### config.mk
export PLATFORM = sky130hd
export DESIGN_NAME = vector_length_normalize_core
export DESIGN_NICKNAME = d
export VERILOG_FILES = /design/src/sv/vln_pkg.sv /design/src/sv/vector_length_normalize_core.sv /design/src/sv/vln_regs.sv /design/src/sv/vln_store.sv /design/src/sv/vln_unit.sv
export SDC_FILE = /design/constraint.sdc
export NUM_CORES = 2
export LEC_CHECK = 0
export ABC_AREA = 1
export BUFFER_PORTS_ARGS = -buffer_cell sky130_fd_sc_hd__buf_2
export CORE_MARGIN = 2
export CORE_UTILIZATION = 61
export DETAILED_ROUTE_END_ITERATION = 8
export MAX_ROUTING_LAYER = met4
export PLACE_DENSITY = 0.78
export SYNTH_ARGS = -nofsm -noshare
export SYNTH_HDL_FRONTEND = slang
export SYNTH_SLANG_ARGS = --single-unit
### constraint.sdc
create_clock -name clk -period 14.3 [get_ports clk]
set_clock_uncertainty 0.2 [all_clocks]
set_input_delay 2.86 -clock clk [delete_from_list [all_inputs] [get_ports clk]]
set_output_delay 2.86 -clock clk [all_outputs]
set_load 0.02 [all_outputs]
### src/sv/vln_pkg.sv
// Shared types and constants for the vector length normalizer.
// Used by every module of the block; depends on nothing.
package vln_pkg;

  localparam int EL_W       = 16;   // element width, signed Q4.12
  localparam int SUM_W      = 36;   // sum-of-squares width, Q12.24
  localparam int ROOT_W     = SUM_W / 2;
  localparam int SQRT_STEPS = SUM_W / 2;
  localparam int SQRT_TOP   = SUM_W - 2;
  localparam int NUM_W      = 2 * EL_W;
  localparam int QBITS      = EL_W - 1;  // quotient bits below the saturation point
  localparam int STEP_W     = 5;
  localparam int CFG_W      = 32;

  typedef enum logic [3:0] {
    ST_IDLE,
    ST_ACC,
    ST_SQRT,
    ST_READ,
    ST_MUL,
    ST_DINIT,
    ST_DIV,
    ST_EMIT
  } state_t;

  typedef enum logic [2:0] {
    U_HOLD,
    U_SQRT_INIT,
    U_SQRT_STEP,
    U_DIV_INIT,
    U_DIV_STEP
  } unit_op_t;

  typedef struct packed {
    unit_op_t op;
  } unit_ctrl_t;

  typedef struct packed {
    logic [ROOT_W-1:0] root;
    logic [QBITS-1:0]  quot;
    logic              ovf;
  } unit_stat_t;

endpackage

### src/sv/vector_length_normalize_core.sv
// Vector length normalizer. Loading takes one element per cycle (busy low).
// After the last element the sum is closed and the root found; then each element
// is read, multiplied and, when scaled, divided (15-step division in the shared
// compare-subtract unit), then emitted; each result shows in the cycle after its
// emit step. Results cannot be stalled. Reset clears the control state and config
// registers; the datapath registers and the element memory are not cleared.
module vector_length_normalize_core #(
  parameter int MAX_ELEMENTS = 32
) (
  input  logic                      clk,
  input  logic                      rst,
  input  logic                      start,
  output logic                      busy,
  input  logic signed [15:0]        element,
  input  logic                      last,
  output logic                      strobe,
  output logic signed [15:0]        scaled,
  output logic                      final_res,
  input  logic                      psel,
  input  logic                      penable,
  input  logic                      pwrite,
  input  logic [2:0]                paddr,
  input  logic [31:0]               pwdata,
  output logic [31:0]               prdata,
  output logic                      pready
);

  localparam int CNT_W = $clog2(MAX_ELEMENTS + 1);
  localparam int IDX_W = (MAX_ELEMENTS > 1) ? $clog2(MAX_ELEMENTS) : 1;
  localparam int SW    = vln_pkg::SUM_W;
  localparam int EW    = vln_pkg::EL_W;

  vln_pkg::state_t     state, state_next;
  vln_pkg::unit_ctrl_t uctrl;
  vln_pkg::unit_stat_t ustat;

  logic [15:0]                 target_length;
  logic [31:0]                 min_energy;
  logic [CNT_W-1:0]            fill_count;
  logic [IDX_W-1:0]            idx;
  logic [vln_pkg::STEP_W-1:0]  step;
  logic [SW-1:0]               square_sum, sum_next;
  logic [SW:0]                 sum_wide;
  logic [2*EW-1:0]             prod;
  logic                        pend;
  logic [EW-1:0]               in_mag, rd_mag;
  logic [EW-1:0]               rd_data;
  logic [vln_pkg::NUM_W-1:0]   num;
  logic                        neg;
  logic                        accept;
  logic                        room;
  logic                        pass;
  logic                        at_end;
  logic [EW-1:0]               q_mag;
  logic [EW-1:0]               result;

  vln_regs u_regs (
    .clk           (clk),
    .rst           (rst),
    .psel          (psel),
    .penable       (penable),
    .pwrite        (pwrite),
    .paddr         (paddr),
    .pwdata        (pwdata),
    .prdata        (prdata),
    .pready        (pready),
    .target_length (target_length),
    .min_energy    (min_energy)
  );

  assign busy   = (state != vln_pkg::ST_IDLE);
  assign accept = start & ~busy;
  assign room   = fill_count < CNT_W'(MAX_ELEMENTS);

  vln_store #(
    .DEPTH (MAX_ELEMENTS),
    .AW    (IDX_W)
  ) u_store (
    .clk     (clk),
    .wr_en   (accept & room),
    .wr_addr (fill_count[IDX_W-1:0]),
    .wr_data (element),
    .rd_en   (state == vln_pkg::ST_READ),
    .rd_addr (idx),
    .rd_data (rd_data)
  );

  vln_unit u_unit (
    .clk    (clk),
    .ctrl   (uctrl),
    .sum_in (sum_next),
    .num_in (num),
    .stat   (ustat)
  );

  assign in_mag = element[EW-1] ? (~element + 1'b1) : element;
  assign rd_mag = rd_data[EW-1] ? (~rd_data + 1'b1) : rd_data;

  // Squares are registered and added in the following cycle, saturating at the top.
  always_comb begin
    sum_wide = {1'b0, square_sum} + {{(SW + 1 - 2 * EW){1'b0}}, prod};
    if (!pend) begin
      sum_next = square_sum;
    end else if (sum_wide[SW]) begin
      sum_next = '1;
    end else begin
      sum_next = sum_wide[SW-1:0];
    end
  end

  assign pass   = (square_sum < SW'(min_energy)) || (ustat.root == '0);
  assign at_end = (CNT_W'(idx) + CNT_W'(1)) == fill_count;
  assign q_mag  = {1'b0, ustat.quot};

  always_comb begin
    if (pass) begin
      result = rd_data;
    end else if (ustat.ovf) begin
      result = neg ? 16'h8000 : 16'h7FFF;
    end else begin
      result = neg ? (~q_mag + 1'b1) : q_mag;
    end
  end

  always_comb begin
    state_next = state;
    uctrl.op   = vln_pkg::U_HOLD;
    unique case (state)
      vln_pkg::ST_IDLE: begin
        if (accept && last) begin
          state_next = vln_pkg::ST_ACC;
        end
      end
      vln_pkg::ST_ACC: begin
        uctrl.op   = vln_pkg::U_SQRT_INIT;
        state_next = vln_pkg::ST_SQRT;
      end
      vln_pkg::ST_SQRT: begin
        uctrl.op = vln_pkg::U_SQRT_STEP;
        if (step == vln_pkg::STEP_W'(vln_pkg::SQRT_STEPS - 1)) begin
          state_next = vln_pkg::ST_READ;
        end
      end
      vln_pkg::ST_READ: begin
        state_next = vln_pkg::ST_MUL;
      end
      vln_pkg::ST_MUL: begin
        state_next = pass ? vln_pkg::ST_EMIT : vln_pkg::ST_DINIT;
      end
      vln_pkg::ST_DINIT: begin
        uctrl.op   = vln_pkg::U_DIV_INIT;
        state_next = vln_pkg::ST_DIV;
      end
      vln_pkg::ST_DIV: begin
        uctrl.op = vln_pkg::U_DIV_STEP;
        if (step == vln_pkg::STEP_W'(vln_pkg::QBITS - 1)) begin
          state_next = vln_pkg::ST_EMIT;
        end
      end
      vln_pkg::ST_EMIT: begin
        state_next = at_end ? vln_pkg::ST_IDLE : vln_pkg::ST_READ;
      end
      default: begin
        state_next = vln_pkg::ST_IDLE;
      end
    endcase
  end

  always_ff @(posedge clk) begin
    if (rst) begin
      state <= vln_pkg::ST_IDLE;
    end else begin
      state <= state_next;
    end
  end

  always_ff @(posedge clk) begin
    if (rst) begin
      fill_count <= '0;
      square_sum <= '0;
      pend       <= 1'b0;
      idx        <= '0;
      step       <= '0;
      strobe     <= 1'b0;
      final_res  <= 1'b0;
    end else begin
      pend       <= accept & room;
      strobe     <= (state == vln_pkg::ST_EMIT);
      if (state == vln_pkg::ST_EMIT && at_end) begin
        square_sum <= '0;
      end else begin
        square_sum <= sum_next;
      end
      if (accept && room) begin
        fill_count <= fill_count + 1'b1;
      end
      if (state == vln_pkg::ST_SQRT || state == vln_pkg::ST_DIV) begin
        step <= step + 1'b1;
      end else begin
        step <= '0;
      end
      if (state == vln_pkg::ST_ACC) begin
        idx <= '0;
      end
      if (state == vln_pkg::ST_EMIT) begin
        final_res <= at_end;
        idx       <= idx + 1'b1;
        if (at_end) begin
          fill_count <= '0;
        end
      end
    end
  end

  // Datapath registers without reset.
  always_ff @(posedge clk) begin
    if (accept && room) begin
      prod <= in_mag * in_mag;
    end
    if (state == vln_pkg::ST_MUL) begin
      num <= rd_mag * target_length;
      neg <= rd_data[EW-1];
    end
    if (state == vln_pkg::ST_EMIT) begin
      scaled <= result;
    end
  end

endmodule

### src/sv/vln_regs.sv
// Configuration registers behind a simple APB-style port.
// Depends on vln_pkg.
module vln_regs (
  input  logic                      clk,
  input  logic                      rst,
  input  logic                      psel,
  input  logic                      penable,
  input  logic                      pwrite,
  input  logic [2:0]                paddr,
  input  logic [vln_pkg::CFG_W-1:0] pwdata,
  output logic [vln_pkg::CFG_W-1:0] prdata,
  output logic                      pready,
  output logic [15:0]               target_length,
  output logic [31:0]               min_energy
);

  logic wr;

  assign wr     = psel & penable & pwrite;
  assign pready = 1'b1;
  assign prdata = paddr[2] ? min_energy : {16'b0, target_length};

  always_ff @(posedge clk) begin
    if (rst) begin
      target_length <= 16'd4096;
      min_energy    <= 32'd1;
    end else if (wr) begin
      if (paddr[2]) begin
        min_energy <= pwdata;
      end else begin
        target_length <= pwdata[15:0];
      end
    end
  end

endmodule

### src/sv/vln_store.sv
// Element memory: one write port, one registered read port.
// Depends on vln_pkg for the element width.
module vln_store #(
  parameter int DEPTH = 32,
  parameter int AW    = 5
) (
  input  logic                     clk,
  input  logic                     wr_en,
  input  logic [AW-1:0]            wr_addr,
  input  logic [vln_pkg::EL_W-1:0] wr_data,
  input  logic                     rd_en,
  input  logic [AW-1:0]            rd_addr,
  output logic [vln_pkg::EL_W-1:0] rd_data
);

  logic [vln_pkg::EL_W-1:0] mem [DEPTH];

  always_ff @(posedge clk) begin
    if (wr_en) begin
      mem[wr_addr] <= wr_data;
    end
  end

  always_ff @(posedge clk) begin
    if (rd_en) begin
      rd_data <= mem[rd_addr];
    end
  end

endmodule

### src/sv/vln_unit.sv
// Shared compare-subtract unit that runs the bitwise square root and the
// restoring division one step per cycle. Depends on vln_pkg.
module vln_unit (
  input  logic                       clk,
  input  vln_pkg::unit_ctrl_t        ctrl,
  input  logic [vln_pkg::SUM_W-1:0]  sum_in,
  input  logic [vln_pkg::NUM_W-1:0]  num_in,
  output vln_pkg::unit_stat_t        stat
);

  localparam int SW = vln_pkg::SUM_W;
  localparam int QB = vln_pkg::QBITS;

  logic [SW-1:0] rem;
  logic [SW-1:0] res;
  logic [SW-1:0] bitv;
  logic [QB-1:0] nlow;
  logic [QB-1:0] quot;
  logic          ovf;
  logic [SW:0]   cmp_a;
  logic [SW:0]   cmp_b;
  logic [SW:0]   diff;
  logic          ge;

  // The root stays in res while the divisions use it as divisor.
  always_comb begin
    cmp_a = '0;
    cmp_b = '0;
    unique case (ctrl.op)
      vln_pkg::U_SQRT_STEP: begin
        cmp_a = {1'b0, rem};
        cmp_b = {1'b0, res} + {1'b0, bitv};
      end
      vln_pkg::U_DIV_INIT: begin
        cmp_a = {1'b0, SW'(num_in >> QB)};
        cmp_b = {1'b0, res};
      end
      vln_pkg::U_DIV_STEP: begin
        cmp_a = {1'b0, rem[SW-2:0], nlow[QB-1]};
        cmp_b = {1'b0, res};
      end
      default: begin
        cmp_a = '0;
        cmp_b = '0;
      end
    endcase
    ge   = cmp_a >= cmp_b;
    diff = cmp_a - cmp_b;
  end

  always_ff @(posedge clk) begin
    unique case (ctrl.op)
      vln_pkg::U_SQRT_INIT: begin
        rem  <= sum_in;
        res  <= '0;
        bitv <= SW'(1) << vln_pkg::SQRT_TOP;
      end
      vln_pkg::U_SQRT_STEP: begin
        if (ge) begin
          rem <= diff[SW-1:0];
          res <= (res >> 1) + bitv;
        end else begin
          res <= res >> 1;
        end
        bitv <= bitv >> 2;
      end
      vln_pkg::U_DIV_INIT: begin
        // A high part at or above the divisor means the quotient saturates.
        rem  <= SW'(num_in >> QB);
        nlow <= num_in[QB-1:0];
        quot <= '0;
        ovf  <= ge;
      end
      vln_pkg::U_DIV_STEP: begin
        rem  <= ge ? diff[SW-1:0] : cmp_a[SW-1:0];
        quot <= {quot[QB-2:0], ge};
        nlow <= {nlow[QB-2:0], 1'b0};
      end
      default: begin
      end
    endcase
  end

  assign stat.root = res[vln_pkg::ROOT_W-1:0];
  assign stat.quot = quot;
  assign stat.ovf  = ovf;

endmodule

---- After elaboration in Yosys (flattened, before gate mapping) ----
Memory sizes are Yosys's and may differ from the RTL's. A register that Yosys moved wholly into a read port is not among the register bits.
Index checks and enable logic that the tools add are counted.
word-level totals
  flip-flop bits (word level) ............. 327
  memory bits (writable) .................. 512
  logic and storage cells ................. 117
  memories ................................ 1
operators by class
  $add $sub $neg .......................... 11
  multipliers ............................. 2
  $lt $le $gt $ge ......................... 3
  equal/unequal tests ..................... 18
  mux-type cells .......................... 33
  bitwise operators ....................... 10
  reduce and logical (&&, ||, !) cells .... 19
memory list
  name         depth  bits a word  rd ports  clocked after memory_dff  write ports  RTL line         source
  u_store.mem  32     16           1         1                         1            vln_store.sv:16  logic [vln_pkg::EL_W-1:0] mem [DEPTH];
operators by type and width
  operator                                                          count
  36-bit two-way mux                                                5
  36-bit one-hot mux with 2 select lines                            2
  36-bit one-hot mux with 4 select lines                            1
  36-bit one-hot mux with 3 select lines                            1
  16-bit two-way mux                                                6
  37-bit one-hot mux with 2 select lines                            1
  16-bit by 16-bit multiplier with 32-bit output                    2
  15-bit one-hot mux with 2 select lines                            2
  16-bit by 1-bit adder with 16-bit output (second input constant)  3
  36-bit by 32-bit adder with 37-bit output                         1
  36-bit by 36-bit adder with 37-bit output                         1
  36-bit by 37-bit >= comparator with 1-bit output                  1
  35-bit by 36-bit adder with 36-bit output                         1
  36-bit by 32-bit < comparator with 1-bit output                   1
  36-bit subtractor                                                 1
  32-bit two-way mux                                                1
  16-bit inverter                                                   2
  4-bit one-hot mux with 8 select lines                             1
  18-bit logical NOT                                                1
  6-bit two-way mux                                                 3
  4-bit by 3-bit == test with 1-bit output (second input constant)  4
  15-bit inverter with 16-bit output                                1
  4-bit two-way mux                                                 3
  3-bit one-hot mux with 4 select lines                             1
  other kinds (27)                                                  50

---- Depth between registers and ports, before layout ----
  depth in word-level cells ............... 8
  depth in mapped cells ................... 36
  mapped depth without buffers ............ 34

---- By module ----
From an unflattened synthesis, not the netlist that was laid out.
second synthesis, totals
  cells, all modules ...................... 7630
  area, all modules ....................... 62647.6 µm²
modules (own cells, without submodules)
  module                        instances  cells an instance  area each (µm²)  sequential area each (µm²)
  vector_length_normalize_core  1          3407               25844.8          3563.4
  vln_store                     1          1794               21461.8          15855.2
  vln_unit                      1          2046               12944.9          3633.5
  vln_regs                      1          383                2396.0           960.9

---- Worst setup path after synthesis ----
Ideal clock, no wire load.
  kind .................................... input-to-reg
  from .................................... input element[0]
  to ...................................... register prod[24], data pin
  library setup time ...................... 0.259 ns
  arrival ................................. 9.041 ns
  data required time ...................... 13.841 ns
  setup slack ............................. 4.800 ns
  stages .................................. 29
  path buffers ............................ 1
  cell sequence ........................... inv_2 clkbuf_1 ha_1 nand2_1 nor3_1 nor2_1 xor2_1 inv_1 nor2_1 fa_1 fa_1 inv_1 fa_1 inv_1 fa_1 fa_1 inv_1 fa_1 inv_1 ha_1 nand2_1 inv_1 a21boi_0 o21ai_0 a21oi_1 o21ai_0 nand2_1 nand2_1 xor2_1
on the way
  cells in the longest elaborated chain, start to end .. 4
ends and longest elaborated chain
  item                                              RTL line                             source
  start: declaration                                vector_length_normalize_core.sv:14   input logic signed [15:0] element,
  16-bit inverter                                   vector_length_normalize_core.sv:96   assign in_mag = element[EW-1] ? (~element + 1'b1) : element;
  16-bit by 1-bit adder with 16-bit output          vector_length_normalize_core.sv:96
  16-bit two-way mux *                              vector_length_normalize_core.sv:96
  16-bit by 16-bit multiplier with 32-bit output *  vector_length_normalize_core.sv:218  prod <= in_mag * in_mag;
  end signal: assignment                            vector_length_normalize_core.sv:218
  end: declaration                                  vector_length_normalize_core.sv:44   logic [2*EW-1:0] prod;
Every way passes the cells marked *; elsewhere a longest branch is shown, timed or not.
A chain may end at the register's enable or synchronous reset.

---- Worst setup path in the final report ----
  from .................................... input element[0]
  to ...................................... register prod[27], data pin
Same word-level chain as after synthesis.

==> flow_summary_export.csv <==
group,metric,value,unit
placed_design,hpwl,128000,um
cells_and_area,multi_input_area,0.0311,sq mm
worst_setup_path,crit_required,14600,ps
drt,first_pass_iters,8,
cells_and_area,fin_util,66.3,%
worst_setup_path,r2r_cells,33,
cells_and_area,area_growth,7.99,%
worst_setup_path,r2r-start,"u_store.rd_data[0]",
drt,avgRoutedWirePerCell,21.0,um
cells_and_area,finalNetCount,7821,
sta,drv_slew,0,
cts,insertion_delay,700,ps
run,maxCapViolCount,0,
cells_and_area,drive_gt1_share,5.96,%
grt,grt-ovfl-total,0,
drt,first_iter_violations,5870,
drt,antenna_left,0,
grt,grt_max_degree,103,
sta,setup_tns,0,ps
floorplan,core,0.0980,sq mm
sta,finalCriticalPeriod,10520,ps
grt,antenna_found_initial,5,
placed_design,routabilityCongestion,1.02,
power_and_ir_drop,power.density,232,mW/mm^2
min_path,hp-start,"step[4]",
cts,cts_tree,"built",
worst_setup_path,worstPathArrival,10820,ps
grt,grt_pass1_vias,48334,
power_and_ir_drop,ir_drop,0.000336,V
placed_design,place_area,0.0619,sq mm
cts,path_clk_slew,60,ps
worst_setup_path,timing.rr.end,"num[27]",
sta,finalSetupViolCount,0,
cells_and_area,final_area,0.0650,sq mm
yosys,synth_flop_cell,"edfxtp_1",
yosys,syn_area,0.0602,sq mm
drt,viasPerCell,5.91,
worst_setup_path,cpMaxStageDelayCell,"buf_2",
placed_design,port_buffers,106,
cts,numCtsBuffers,89,
worst_setup_path,worstPathMaxFanout,37,
yosys,synth_edf_count,729,
cts,cts_resized,0,
min_path,hold_class,"reg2reg",
drt,drc,0,
floorplan,io_pins,110,
power_and_ir_drop,p_leak,29.0,nW
sta,hold_viol,0,
worst_setup_path,crit_type,"in2reg",
sta,fin_crit_sh,73.6,%
floorplan,die_h,318,um
cts,clock-sinks,835,
outcome,outcome,"finished clean",
cells_and_area,area.sequential,0.0240,sq mm
floorplan,die-area,0.101,sq mm
sta,fin_ws,3780,ps
cts,cts.hold.buffers_added,0,
sta,fmax,95.0,MHz
sta,max_slew_margin,26.7,%
power_and_ir_drop,totalPowerFinal,15.1,mW
yosys,ys_ff_latch,835,
cts,htreeDepth,3,
cts,post_cts_buffers,0,
placed_design,place_ws,3250,ps
floorplan,initial_core_util,61.4,%
worst_setup_path,r2r_slack,6000,ps
grt,grt_pass1_wl,272000,um
yosys,async_flop_share,0,%
drt,finalWirelength,177000,um
sta,worst_slew_pin_slew,1100,ps
yosys,yosysWarnings,0,
min_path,worstHoldEndpoint,"step[4]",
worst_setup_path,cp_slowest_stage_delay,640,ps
worst_setup_path,endpoint_kind,"register",
floorplan,placementRows,115,
cts,root_buffer,"clkbuf_16",
worst_setup_path,startpoint_type,"input port",
cells_and_area,fillers,7920,
yosys,synthDistinctLibCells,65,
drt,num_vias,49808,
yosys,avgSynthCellArea,8.56,sq um
sta,rsz0062_at_grt,"false",
floorplan,die_width,318,um
yosys,yosysSeqAreaShare,39.9,%
cts,clockBufferDepth,3,
yosys,synthCells,7027,
grt,grt_usage,35.8,%
min_path,whs_path_depth,1,
==> state kept, by name, indices dropped and copies added, names as in the netlist, 16 cells and up <==
signal / count
u_store.mem: 512
square_sum: 36
u_unit.rem: 36
u_unit.res: 36
num: 32
u_regs.min_energy: 32
prod: 31
u_unit.bitv: 18
scaled: 16
u_regs.target_length: 16
u_store.rd_data: 16
==> per-layer routing <==
| metal | vias up | GRT usage (%) | routed length, um |
|---|---|---|---|
| met2 | 2511 | 54.4 | 80000 |
| met4 | 0 | 14.2 | 7020 |
| met1 | 23794 | 47.3 | 70800 |
| li1 | 23148 | - | - |
| met5 | - | - | 0 |
| met3 | 355 | 7.52 | 19200 |
==> layout make-up <==
type	instances	area share, %
Timing Repair Buffer	175	1.61
Clock buffer	100	3.54
Multi-Input combinational cell	4864	47.8
Tap cell	1287	2.48
Sequential cell	835	37.0
Antenna cell	4	0.0154
Inverter	1093	6.33
Clock inverter	67	1.20
==> critical path: cells and delay by family <==
family,cells,cell delay [ps]
AND/OR/NAND/NOR,11,1710
adder cells (fa/ha/maj),8,3620
AO/OA/AOI/OAI,2,430
XOR/XNOR,1,200
buffers and inverters,7,1940
==> logic make-up after synthesis <==
| kind of cell | synth area share, % |
|---|---|
| DFF | 39.9 |
| other | 0.0125 |
| and+or+nand+nor | 19.1 |
| xor gates and xnor gates | 2.16 |
| AOI/OAI and AO/OA | 11.0 |
| buffers and inverters | 8.55 |
| adders and majority gates | 19.1 |
| muxes | 0.0333 |
==> stage by stage <==
stage / cells / hold slack [ps]
after floorplan: 7037 / 222
after global placement: 8254 / 244
after detailed placement: 8254 / 241
after CTS: 8421 / 254
after global routing: 8425 / 271
final: 8425 / 260
==> placed cells by master, fill, tap and decap left out, types with 12 or more instances in the layout <==
cell type / netlist / layout
xor2_1: 105 / 105
buf_2: 34 / 106
nand2_2: 10 / 13
nor3_1: 66 / 65
or2_2: 45 / 45
clkbuf_16: 0 / 89
dfxtp_1: 106 / 103
o21ai_0: 556 / 556
xnor2_1: 43 / 43
o22ai_1: 185 / 185
o21bai_1: 36 / 36
nand3b_1: 22 / 22
nand3_1: 289 / 289
inv_1: 1074 / 1071
conb_1: 2 / 12
clkinv_1: 14 / 30
buf_4: 6 / 69
nand4_1: 64 / 64
fa_1: 359 / 359
ha_1: 346 / 346
edfxtp_1: 729 / 729
clkinv_2: 0 / 22
nand2_1: 1350 / 1347
a31oi_1: 13 / 13
nor2_1: 910 / 908
a21oi_1: 302 / 301
a21o_1: 18 / 18
==> report_power, final <==
group          leakage (nW)  switching, mW  internal [mW]
registers              7.50          0.294           3.26
clock network          1.50           1.04           1.38
logic                  20.0           6.10           2.99
total                  29.0           7.44           7.63
==> Yosys cell counts (all sizes together), types with 2 or more instances <==
| library cell | instances | area share (%) |
|---|---|---|
| nand2 | 1363 | 8.6 |
| inv | 1079 | 6.7 |
| nor2 | 917 | 5.8 |
| edfxtp | 729 | 36 |
| o21ai | 574 | 4.8 |
| fa | 359 | 12 |
| ha | 346 | 7.2 |
| a21oi | 303 | 2.5 |
| nand3 | 293 | 2.5 |
| o22ai | 185 | 1.9 |
| clkbuf | 178 | 1.1 |
| dfxtp | 106 | 3.5 |
| xor2 | 105 | 1.5 |
| nor3 | 69 | 0.60 |
| buf | 67 | 0.61 |
| nand4 | 64 | 0.67 |
| or2 | 45 | 0.47 |
| xnor2 | 43 | 0.63 |
| o21bai | 36 | 0.45 |
| nand3b | 22 | 0.27 |
| a21o | 18 | 0.22 |
| clkinv | 14 | 0.087 |
| a31oi | 13 | 0.14 |
| nor4 | 13 | 0.15 |
| o221ai | 11 | 0.16 |
| a22oi | 10 | 0.12 |
| o211ai | 10 | 0.12 |
| a221oi | 7 | 0.10 |
| o21a | 7 | 0.087 |
| a21boi | 6 | 0.075 |
| and2 | 5 | 0.052 |
| and3 | 4 | 0.042 |
| a32o | 3 | 0.050 |
| o31ai | 3 | 0.037 |
| a211oi | 2 | 0.025 |
| a31o | 2 | 0.029 |
| conb | 2 | 0.012 |
| mux2i | 2 | 0.033 |
| o32ai | 2 | 0.029 |
| or3 | 2 | 0.021 |
==> worst max path at each step <==
stage | from | end | slack, ps | depth (start not counted)
floorplan | element[0] | prod[24] | 4800 | 29
global placement | element[0] | prod[24] | 3350 | 29
detailed placement | element[0] | prod[24] | 3250 | 29
CTS | element[0] | prod[24] | 3940 | 29
global route | element[0] | prod[27] | 3400 | 32
finish | element[0] | prod[27] | 3780 | 29
Note: power is estimated with default switching activity, not from simulation.
